[config.mk]
export PLATFORM = sky130hd
export DESIGN_NAME = ycbcr_rgb_pixel_converter_unit
export DESIGN_NICKNAME = d
export VERILOG_FILES = /design/src/sv/ycc_pkg.sv /design/src/sv/ycc_chan.sv /design/src/sv/ycbcr_rgb_pixel_converter_unit.sv
export VERILOG_INCLUDE_DIRS = /design/src /design/src/sv
export SDC_FILE = /design/constraint.sdc
export NUM_CORES = 2
export LEC_CHECK = 0
export BUFFER_PORTS_ARGS = -buffer_cell sky130_fd_sc_hd__buf_2
export CAP_MARGIN = 20
export CORE_ASPECT_RATIO = 0.9
export CORE_UTILIZATION = 47
export DETAILED_ROUTE_END_ITERATION = 10
export PLACE_DENSITY = 0.68
export RECOVER_POWER = 100
export SLEW_MARGIN = 30
export SYNTH_ARGS = -nofsm -noshare
export SYNTH_HDL_FRONTEND = slang
export SYNTH_SLANG_ARGS = --single-unit
[constraint.sdc]
create_clock -name clk -period 17.8 [get_ports clk]
set_input_delay 1.78 -clock clk [delete_from_list [all_inputs] [get_ports clk]]
set_output_delay 1.78 -clock clk [all_outputs]
set_load 0.02 [all_outputs]
[src/sv/assert_macros.svh]
// Assertion helpers used by the pixel converter unit
`ifndef ASSERT_MACROS_SVH
`define ASSERT_MACROS_SVH

// Same-cycle implication, disabled while reset is asserted
`define ASSERT_IMPLIES(label, clk, rst_n, ante, cons) \
    label: assert property (@(posedge clk) disable iff (!rst_n) (ante) |-> (cons)) \
        else $error("assertion failed: same-cycle implication");

// Next-cycle implication, disabled while reset is asserted
`define ASSERT_NEXT(label, clk, rst_n, ante, cons) \
    label: assert property (@(posedge clk) disable iff (!rst_n) (ante) |=> (cons)) \
        else $error("assertion failed: next-cycle implication");

`endif

[src/sv/ycc_pkg.sv]
`timescale 1ns / 1ps
`default_nettype none

package ycc_pkg;

    // Sample format
    localparam int SAMPLE_BITS = 8;
    localparam logic [SAMPLE_BITS-1:0] SAMPLE_MAX = {SAMPLE_BITS{1'b1}};
    localparam int HALF_VAL = 2 ** (SAMPLE_BITS - 1);

    // Arithmetic widths
    localparam int XW     = SAMPLE_BITS + 2;    // signed operand (offset chroma)
    localparam int COEF_W = 36;                 // signed coefficient, scale 2^32
    localparam int PROD_W = COEF_W + XW;
    localparam int SUM_W  = PROD_W + 2;
    localparam int FRAC_W = 32;
    localparam int Q_W    = SUM_W - FRAC_W;

    // Register map
    localparam int ADDR_W     = 3;
    localparam int REG_IDX_W  = ADDR_W - 2;
    localparam logic [REG_IDX_W-1:0] REG_DIRECTION = '0;

    // Direction codes
    localparam logic DIR_YUV2RGB = 1'b0;
    localparam logic DIR_RGB2YUV = 1'b1;

    // Coefficients [output channel][input term]
    localparam logic signed [COEF_W-1:0] COEF_YUV2RGB [3][3] = '{
        '{ 36'sd4294967296, -36'sd5235,       36'sd6021542382},
        '{ 36'sd4294967296, -36'sd1478051483, -36'sd3067191433},
        '{ 36'sd4294967296,  36'sd7610682332,  36'sd1745}
    };
    localparam logic signed [COEF_W-1:0] COEF_RGB2YUV [3][3] = '{
        '{ 36'sd1284195221,  36'sd2521145803,  36'sd489626272},
        '{-36'sd724715602,  -36'sd1422768046,  36'sd2147483648},
        '{ 36'sd2147483648, -36'sd1798251267, -36'sd349232381}
    };

    // Per-channel control
    typedef struct packed {
        logic signed [COEF_W-1:0] k0;
        logic signed [COEF_W-1:0] k1;
        logic signed [COEF_W-1:0] k2;
        logic                     add_half;
    } chan_ctl_t;

    // Payloads
    typedef struct packed {
        logic [SAMPLE_BITS-1:0] chan0_in;
        logic [SAMPLE_BITS-1:0] chan1_in;
        logic [SAMPLE_BITS-1:0] chan2_in;
        logic [SAMPLE_BITS-1:0] alpha_in;
    } pix_in_t;

    typedef struct packed {
        logic [SAMPLE_BITS-1:0] chan0_out;
        logic [SAMPLE_BITS-1:0] chan1_out;
        logic [SAMPLE_BITS-1:0] chan2_out;
        logic [SAMPLE_BITS-1:0] alpha_out;
    } pix_out_t;

endpackage

`default_nettype wire

[src/sv/ycc_chan.sv]
`timescale 1ns / 1ps
`default_nettype none

module ycc_chan (
    input  ycc_pkg::chan_ctl_t                  ctl,
    input  logic signed [ycc_pkg::XW-1:0]       x0,
    input  logic signed [ycc_pkg::XW-1:0]       x1,
    input  logic signed [ycc_pkg::XW-1:0]       x2,
    output logic [ycc_pkg::SAMPLE_BITS-1:0]     sample
);
    import ycc_pkg::*;

    localparam logic signed [SUM_W-1:0] TRUNC_BIAS =
        {{(SUM_W-FRAC_W){1'b0}}, {FRAC_W{1'b1}}};
    localparam logic signed [Q_W:0] HALF_Q = (Q_W+1)'(HALF_VAL);
    localparam logic signed [Q_W:0] MAX_Q  = (Q_W+1)'(SAMPLE_MAX);

    logic signed [PROD_W-1:0] p0, p1, p2;
    logic signed [SUM_W-1:0]  sum;
    logic signed [SUM_W-1:0]  biased;
    logic signed [Q_W-1:0]    quot;
    logic signed [Q_W:0]      res;

    // Weighted terms
    assign p0 = ctl.k0 * x0;
    assign p1 = ctl.k1 * x1;
    assign p2 = ctl.k2 * x2;

    // Sum and divide by 2^32, rounding toward zero
    assign sum    = SUM_W'(p0) + SUM_W'(p1) + SUM_W'(p2);
    assign biased = sum + (sum[SUM_W-1] ? TRUNC_BIAS : '0);
    assign quot   = biased[SUM_W-1:FRAC_W];

    // Recenter chroma, then clamp to sample range
    assign res = $signed({quot[Q_W-1], quot}) + (ctl.add_half ? HALF_Q : '0);

    always_comb
    begin
        priority if (res[Q_W])
        begin
            sample = '0;
        end
        else if (res > MAX_Q)
        begin
            sample = SAMPLE_MAX;
        end
        else
        begin
            sample = res[SAMPLE_BITS-1:0];
        end
    end

endmodule

`default_nettype wire

[src/sv/ycbcr_rgb_pixel_converter_unit.sv]
`timescale 1ns / 1ps
`default_nettype none

// Channel   Handshake               Payload
// pix       pix_valid / pix_ready   pix (Y,U,V,A or R,G,B,A)
// res       res_valid / res_ready   res (R,G,B,A or Y,U,V,A)
// cfg       APB psel/penable        paddr, pwdata, prdata (direction at 0x0)
//
// One pixel per clock sustained while results are taken.
// The pixel is held in an input register, converted by three multiply-sum
// channels combinationally, and captured in the result register.
// Reset clears the valid flags and sets direction to YUV to RGB.
// A stalled result holds; a new pixel is still taken while the input
// register is empty or advancing.

module ycbcr_rgb_pixel_converter_unit (
    input  logic                          clk,
    input  logic                          rst_n,
    // pixel requests
    input  logic                          pix_valid,
    output logic                          pix_ready,
    input  ycc_pkg::pix_in_t              pix,
    // results
    output logic                          res_valid,
    input  logic                          res_ready,
    output ycc_pkg::pix_out_t             res,
    // configuration
    input  logic                          psel,
    input  logic                          penable,
    input  logic                          pwrite,
    input  logic [ycc_pkg::ADDR_W-1:0]    paddr,
    input  logic [31:0]                   pwdata,
    output logic [31:0]                   prdata,
    output logic                          pready
);
    import ycc_pkg::*;

`include "assert_macros.svh"

    logic                   direction_reg;
    logic                   cfg_write;
    logic [REG_IDX_W-1:0]   reg_idx;

    logic                   s1_valid_reg, s1_valid_next;
    pix_in_t                s1_reg;
    logic                   s1_advance;
    logic                   pix_accept;

    logic                   res_valid_reg, res_valid_next;
    pix_out_t               res_reg;

    logic signed [XW-1:0]   xa, xb, xc;
    chan_ctl_t              ctl [3];
    logic [SAMPLE_BITS-1:0] conv [3];

    // Configuration port
    assign pready    = 1'b1;
    assign reg_idx   = paddr[ADDR_W-1:2];
    assign cfg_write = psel && penable && pwrite && pready;

    always_ff @(posedge clk or negedge rst_n)
    begin
        if (!rst_n)
        begin
            direction_reg <= DIR_YUV2RGB;
        end
        else if (cfg_write && (reg_idx == REG_DIRECTION))
        begin
            direction_reg <= pwdata[0];
        end
    end

    assign prdata = (reg_idx == REG_DIRECTION) ? {31'b0, direction_reg} : '0;

    // Handshake control
    assign s1_advance = s1_valid_reg && (!res_valid_reg || res_ready);
    assign pix_ready  = !s1_valid_reg || s1_advance;
    assign pix_accept = pix_valid && pix_ready;

    always_comb
    begin
        s1_valid_next = s1_valid_reg;
        if (pix_accept)
        begin
            s1_valid_next = 1'b1;
        end
        else if (s1_advance)
        begin
            s1_valid_next = 1'b0;
        end

        res_valid_next = res_valid_reg;
        if (s1_advance)
        begin
            res_valid_next = 1'b1;
        end
        else if (res_ready)
        begin
            res_valid_next = 1'b0;
        end
    end

    always_ff @(posedge clk or negedge rst_n)
    begin
        if (!rst_n)
        begin
            s1_valid_reg  <= 1'b0;
            res_valid_reg <= 1'b0;
        end
        else
        begin
            s1_valid_reg  <= s1_valid_next;
            res_valid_reg <= res_valid_next;
        end
    end

    // Hold the accepted pixel
    always_ff @(posedge clk)
    begin
        if (pix_accept)
        begin
            s1_reg <= pix;
        end
    end

    // Form operands: offset chroma by minus half-scale for YUV input
    assign xa = $signed({2'b00, s1_reg.chan0_in});
    assign xb = $signed({2'b00, s1_reg.chan1_in})
              - ((direction_reg == DIR_YUV2RGB) ? XW'(HALF_VAL) : '0);
    assign xc = $signed({2'b00, s1_reg.chan2_in})
              - ((direction_reg == DIR_YUV2RGB) ? XW'(HALF_VAL) : '0);

    // One multiply-sum channel per output
    for (genvar g = 0; g < 3; g++)
    begin : g_chan
        always_comb
        begin
            if (direction_reg == DIR_RGB2YUV)
            begin
                ctl[g].k0       = COEF_RGB2YUV[g][0];
                ctl[g].k1       = COEF_RGB2YUV[g][1];
                ctl[g].k2       = COEF_RGB2YUV[g][2];
                ctl[g].add_half = (g != 0);
            end
            else
            begin
                ctl[g].k0       = COEF_YUV2RGB[g][0];
                ctl[g].k1       = COEF_YUV2RGB[g][1];
                ctl[g].k2       = COEF_YUV2RGB[g][2];
                ctl[g].add_half = 1'b0;
            end
        end

        ycc_chan u_chan (
            .ctl    (ctl[g]),
            .x0     (xa),
            .x1     (xb),
            .x2     (xc),
            .sample (conv[g])
        );
    end

    // Capture the result
    always_ff @(posedge clk)
    begin
        if (s1_advance)
        begin
            res_reg.chan0_out <= conv[0];
            res_reg.chan1_out <= conv[1];
            res_reg.chan2_out <= conv[2];
            res_reg.alpha_out <= s1_reg.alpha_in;
        end
    end

    assign res_valid = res_valid_reg;
    assign res       = res_reg;

    // Checks
    `ASSERT_IMPLIES(a_full_blocks_input, clk, rst_n,
        s1_valid_reg && res_valid_reg && !res_ready, !pix_ready)
    `ASSERT_NEXT(a_advance_fills_result, clk, rst_n, s1_advance, res_valid_reg)
    `ASSERT_NEXT(a_alpha_passes, clk, rst_n, s1_advance,
        res_reg.alpha_out == $past(s1_reg.alpha_in))
    `ASSERT_NEXT(a_accept_fills_input, clk, rst_n, pix_accept, s1_valid_reg)

endmodule

`default_nettype wire

## Word level (Yosys, flattened, before mapping)

Cells that the tools add are included.

| word-level totals | value |
|---|---|
| word-level logic and storage cells | 67 |
| bits in registers | 67 |

| cells by class | value |
|---|---|
| reduce and logical (&&, ||, !) cells | 11 |
| $lt $le $gt $ge | 3 |
| bitwise logic cells | 1 |
| add/sub/neg operators | 14 |
| $mul | 9 |
| muxes and demuxes | 18 |

Operator list:

| kind | number |
|---|---|
| 36-bit by 9-bit multiplier with 45-bit output | 7 |
| 106-bit two-way mux | 2 |
| 47-bit by 45-bit adder with 48-bit output | 3 |
| 48-bit adder | 3 |
| 109-bit two-way mux | 1 |
| 32-bit two-way mux | 3 |
| 42-bit by 45-bit adder with 46-bit output | 2 |
| 33-bit by 8-bit multiplier with 41-bit output | 2 |
| 8-bit two-way mux | 7 |
| 17-bit adder | 3 |
| 17-bit by 9-bit greater-than comparator with 1-bit output, second input constant | 3 |
| 45-bit by 45-bit adder with 46-bit output | 1 |
| 8-bit by 8-bit subtractor with 9-bit output | 2 |
| 1-bit logical AND | 5 |
| 1-bit two-way mux | 5 |
| 2-bit nonzero test | 2 |
| 1-bit logical NOT | 2 |
| 1-bit logical OR | 2 |
| 1-bit inverter | 1 |

## Depth between registers and ports, before layout

| depth | value |
|---|---|
| depth after elaboration | 10 |
| mapped depth | 72 |
| depth with buffers taken out | 68 |

## Modules after synthesis

A second synthesis with hierarchy kept.

| unflattened totals | value |
|---|---|
| cells, all modules | 12,770 |
| area total of the unflattened synthesis | 115,752.3 µm² |

Modules (own cells, without submodules):

| module | sequential area each (µm²) | cells an instance | instances | area each (µm²) |
|---|---|---|---|---|
| ycc_chan at g_chan[0].u_chan | 0.0 | 4,241 | 1 | 38,054.0 |
| ycc_chan at g_chan[1].u_chan | 0.0 | 4,219 | 1 | 37,758.7 |
| ycc_chan at g_chan[2].u_chan | 0.0 | 4,193 | 1 | 37,588.6 |
| ycbcr_rgb_pixel_converter_unit | 1,996.9 | 117 | 1 | 2,351.0 |

## Worst setup path after synthesis

OpenSTA, ideal clock, no wires.

| timing | value |
|---|---|
| path type | register to register |
| start | register direction_reg |
| end | register res_reg, in the netlist res[15], data pin |
| arrival time | 15.038 ns |
| path buffers | 4 |
| path slack | 2.484 ns |
| required time | 17.523 ns |
| period minus slack after synthesis | 15.316 ns |
| stages on the path, launching flop included | 58 |
| library setup time | 0.277 ns |
| cells stage by stage | dfrtp_1 clkbuf_1 clkbuf_1 clkbuf_1 nand2_1 inv_1 fa_1 fa_1 inv_1 fa_1 inv_1 fa_1 ha_1 ha_1 a21o_1 a2111oi_0 a211oi_1 a31oi_1 [... 22 more ...] ha_1 and4_1 nand3_1 nor4_1 or4bb_1 o41a_1 a211oi_2 nand3_1 xnor2_1 ha_1 inv_1 or3b_2 mux2i_1 xor2_1 nor2_1 mux2i_1 nor4_4 a21oi_1 |

| between the ends | value |
|---|---|
| longest elaborated chain between the ends | 10 |
| elaborated cells on any way between the ends | 15 |
| those cells by class | add/sub (6); mul (3); order compare (1); mux (5) |

RTL lines:

| element | line | text |
|---|---|---|
| start: declaration | ycbcr_rgb_pixel_converter_unit.sv:40 | `logic direction_reg;` |
| start signal: assignment | ycbcr_rgb_pixel_converter_unit.sv:69 | `direction_reg <= pwdata[0];` |
| 8-bit two-way mux | ycbcr_rgb_pixel_converter_unit.sv:129, ycbcr_rgb_pixel_converter_unit.sv:131 |  |
| 8-bit by 8-bit subtractor with 9-bit output | ycbcr_rgb_pixel_converter_unit.sv:129 | `- ((direction_reg == DIR_YUV2RGB) ? XW'(HALF_VAL) : '0);` |
| 36-bit by 9-bit multiplier with 45-bit output | ycc_chan.sv:26 | `assign p1 = ctl.k1 * x1;` |
| 42-bit by 45-bit adder with 46-bit output | ycc_chan.sv:30 | `assign sum = SUM_W'(p0) + SUM_W'(p1) + SUM_W'(p2);` |
| 47-bit by 45-bit adder with 48-bit output | ycc_chan.sv:30 |  |
| 32-bit two-way mux | ycc_chan.sv:31 | `assign biased = sum + (sum[SUM_W-1] ? TRUNC_BIAS : '0);` |
| 48-bit adder | ycc_chan.sv:31 |  |
| 17-bit adder * | ycc_chan.sv:35 | `assign res = $signed({quot[Q_W-1], quot}) + (ctl.add_half ? HALF_Q : '0);` |
| 17-bit by 9-bit greater-than comparator with 1-bit output | ycc_chan.sv:43 | `else if (res > MAX_Q)` |
| 8-bit two-way mux | ycc_chan.sv:43 |  |
| end: declaration | ycbcr_rgb_pixel_converter_unit.sv:50 | `pix_out_t res_reg;` |

Mark *: on every way between the ends. The rest lies on a longest branch, timed or not.
A chain may end at the register's enable or synchronous reset.

## Final worst setup path

| timing | value |
|---|---|
| start | register direction_reg |
| end | register res_reg, in the netlist res[21], data pin |

| between the ends | value |
|---|---|
| longest elaborated chain between the ends | 10 |
| elaborated cells on any way between the ends | 15 |
| those cells by class | add/sub (6); mul (3); order compare (1); mux (5) |

RTL lines:

| element | line |
|---|---|
| 8-bit two-way mux | ycbcr_rgb_pixel_converter_unit.sv:129, ycbcr_rgb_pixel_converter_unit.sv:131 |
| 8-bit by 8-bit subtractor with 9-bit output | ycbcr_rgb_pixel_converter_unit.sv:129 |
| 36-bit by 9-bit multiplier with 45-bit output | ycc_chan.sv:26 |
| 45-bit by 45-bit adder with 46-bit output | ycc_chan.sv:30 |
| 47-bit by 45-bit adder with 48-bit output | ycc_chan.sv:30 |
| 32-bit two-way mux | ycc_chan.sv:31 |
| 48-bit adder | ycc_chan.sv:31 |
| 17-bit adder * | ycc_chan.sv:35 |
| 17-bit by 9-bit greater-than comparator with 1-bit output | ycc_chan.sv:43 |
| 8-bit two-way mux | ycc_chan.sv:43 |

Marks and branches as above.

==> flow_summary.toml <==
[synth]
synth_top_area_frac = 0.385
ys.flop_type = "edfxtp_1"
synthTopCellsByArea = "fa_1 (38%), ha_1 (23%), inv_1 (11%), edfxtp_1 (3.3%), xnor2_1 (3.1%)"
synth_cell_types = 105
synth_edf_count = 64
yosysWarnings = 0
synth_top_area_cell = "fa_1"
syn_avg_cell_area_um2 = 9.26
synthArstFlopShare = 0.0448
synth_seq_area_share = 0.0338
syn-cell-area_um2 = 59100
syn_inst = 6384
ys_ff_latch = 67

[clock_network]
clock_sinks = 67
clockRootBuffer = "clkbuf_16"
post_cts_buffers = 0
post_cts_resized = 0
cts_tree = "built"
clk_pin_slew_ns = 0.11
clk_latency_ns = 0.48
numCtsBuffers = 9
ctsHtreeMaxLevel = 3
clk_path_buf_depth = 2
cts_hold_buf = 0

[die]
die-width_um = 376
die_h_um = 338
initial_core_util = 0.474
core_um2 = 125000
dieArea_um2 = 127000
io_pins = 141
num_rows = 123

[setup_path]
crit_cells = 61
startpoint_type = "flop"
cp-end-kind = "flop"
r2r-end = "res[21]"
crit_top_cell = "fa_1"
worst-path-buf-inv = 10
worstRegToRegCells = 61
required_ns = 18.13
cp_max_fo = 35
timing.rr.start = "direction_reg"
crit_slowest_cell = "fa_1"
crit_arrival_ns = 17.08
critPathTopFamily = "adder cells"
slowest_delay_ns = 0.66
rrSetupSlack_ns = 1.05
endpoint = "res[21]"
path_class = "flop to flop"
startpoint = "direction_reg"

[grt]
grt_max_degree = 36
grt_overflow = 0
grt_usage = 0.301
grt_pass1_wl_mm = 281
grt_pass1_vias = 46037
antenna_found_initial = 5

[hold_path]
hold_path_depth = 0
worst_hold_path_type = "flop to flop"

[placed_design]
hpwl_mm = 168
routabilityCongestion = 1.04
portBuffers = 75

[timing]
rsz0062_at_grt = "false"
finalSetupViolations = 0
drv_slew = 66
slew-limit-headroom = -1.09
finalClockSkew_ns = 0.0422
hold_violations = 0
fin_crit_sh = 0.941
worst_slew_pin_slew_ns = 3.14
finalCriticalPeriod_ns = 16.75
fin_tns_setup_ns = 0
fmax_mhz = 59.7

[routing]
via_count = 44902
avgRoutedWirePerCell_um = 22.8
wl_mm = 188
via_per_inst = 5.45
drtAntennaViolNets = 0
firstDrtPassIters = 6
drt-initial-drc-count = 3794
drc = 0

[cells_and_area]
final_common_cell = "inv_1"
nets = 8830
diodes = 0
layout_common_cells = "inv_1 (1755), fa_1 (1136), ha_1 (1066)"
multi_input_area_um2 = 50200
fillCellCount = 11805
drive_gt1_frac = 0.0389
regArea_um2 = 2000
area_delta_synth_final_pct = 5.74

[run_status]
violations = "max-capacitance violations, max-slew violations"
status = "complete, but fails checks"

[job]
maxCapViolCount = 2
-- stage by stage --
step / instance area, µm² / util / hold WS [ns] / worst slack [ns] / instances
after global routing: 62500 / 0.501 / 0.418 / 0.103 / 8246
after global placement: 62300 / 0.499 / 0.400 / 1.54 / 8230
after detailed placement: 62300 / 0.499 / 0.405 / 1.43 / 8230
after floorplan: 59400 / - / 0.400 / 2.48 / 6450
after CTS: 62600 / 0.502 / 0.408 / 1.35 / 8246
final: 62500 / 0.501 / 0.410 / 1.05 / 8246
-- layer usage --
metal | track usage | routed length (µm) | vias to the layer above
li1 | - | - | 20543
met1 | 0.415 | 81600 | 22356
met2 | 0.447 | 79700 | 1630
met3 | 0.0859 | 18900 | 367
met4 | 0.111 | 8060 | 6
met5 | 0 | 38 | -
-- how the worst min path moves through the flow --
| stage | startpoint | endpoint |
|---|---|---|
| 4_1_cts | s1_reg[3] | res[3] |
| 3_5_place_dp | s1_reg[2] | res[2] |
| 5_1_grt | s1_reg[3] | res[3] |
| 3_3_place_gp | s1_reg[2] | res[2] |
| 6_report | s1_reg[3] | res[3] |
| 2_1_floorplan | s1_reg[0] | res[0] |
-- kinds of logic (layout without fill, tap and decap cells) --
group                    count (synthesis)  in the layout  synth area share
flip-flops                              67             67            0.0338
AO/OA/AOI/OAI                         1014           1014             0.111
multiplexers                            12             12           0.00224
XOR/XNOR                               297            297            0.0441
other                                    2             68          0.000127
adder cells (fa/ha/maj)               2204           2204             0.611
AND/OR/NAND/NOR                        926            926            0.0773
buffers and inverters                 1862           1971             0.120
-- area by class of cell --
class / instances / area share
tap: 1687 / 0.0338
inverter: 1756 / 0.105
clock inverter: 7 / 0.00132
timing repair buffer: 199 / 0.0200
clock buffer: 9 / 0.00360
sequential: 67 / 0.0320
multi-input combinational: 4521 / 0.804
-- synthesized netlist by cell type, drive strengths merged, types with 64 or more instances --
master,instances
xnor2,213
o21a,65
nor2,238
edfxtp,64
ha,1066
xor2,84
nand3,72
inv,1756
fa,1136
a21o,168
o21ai,185
nand2,256
a21oi,318
Power is left out: the tool's default activity adds up to more than one toggle a clock period on the data nets, which glitch-free logic cannot reach.
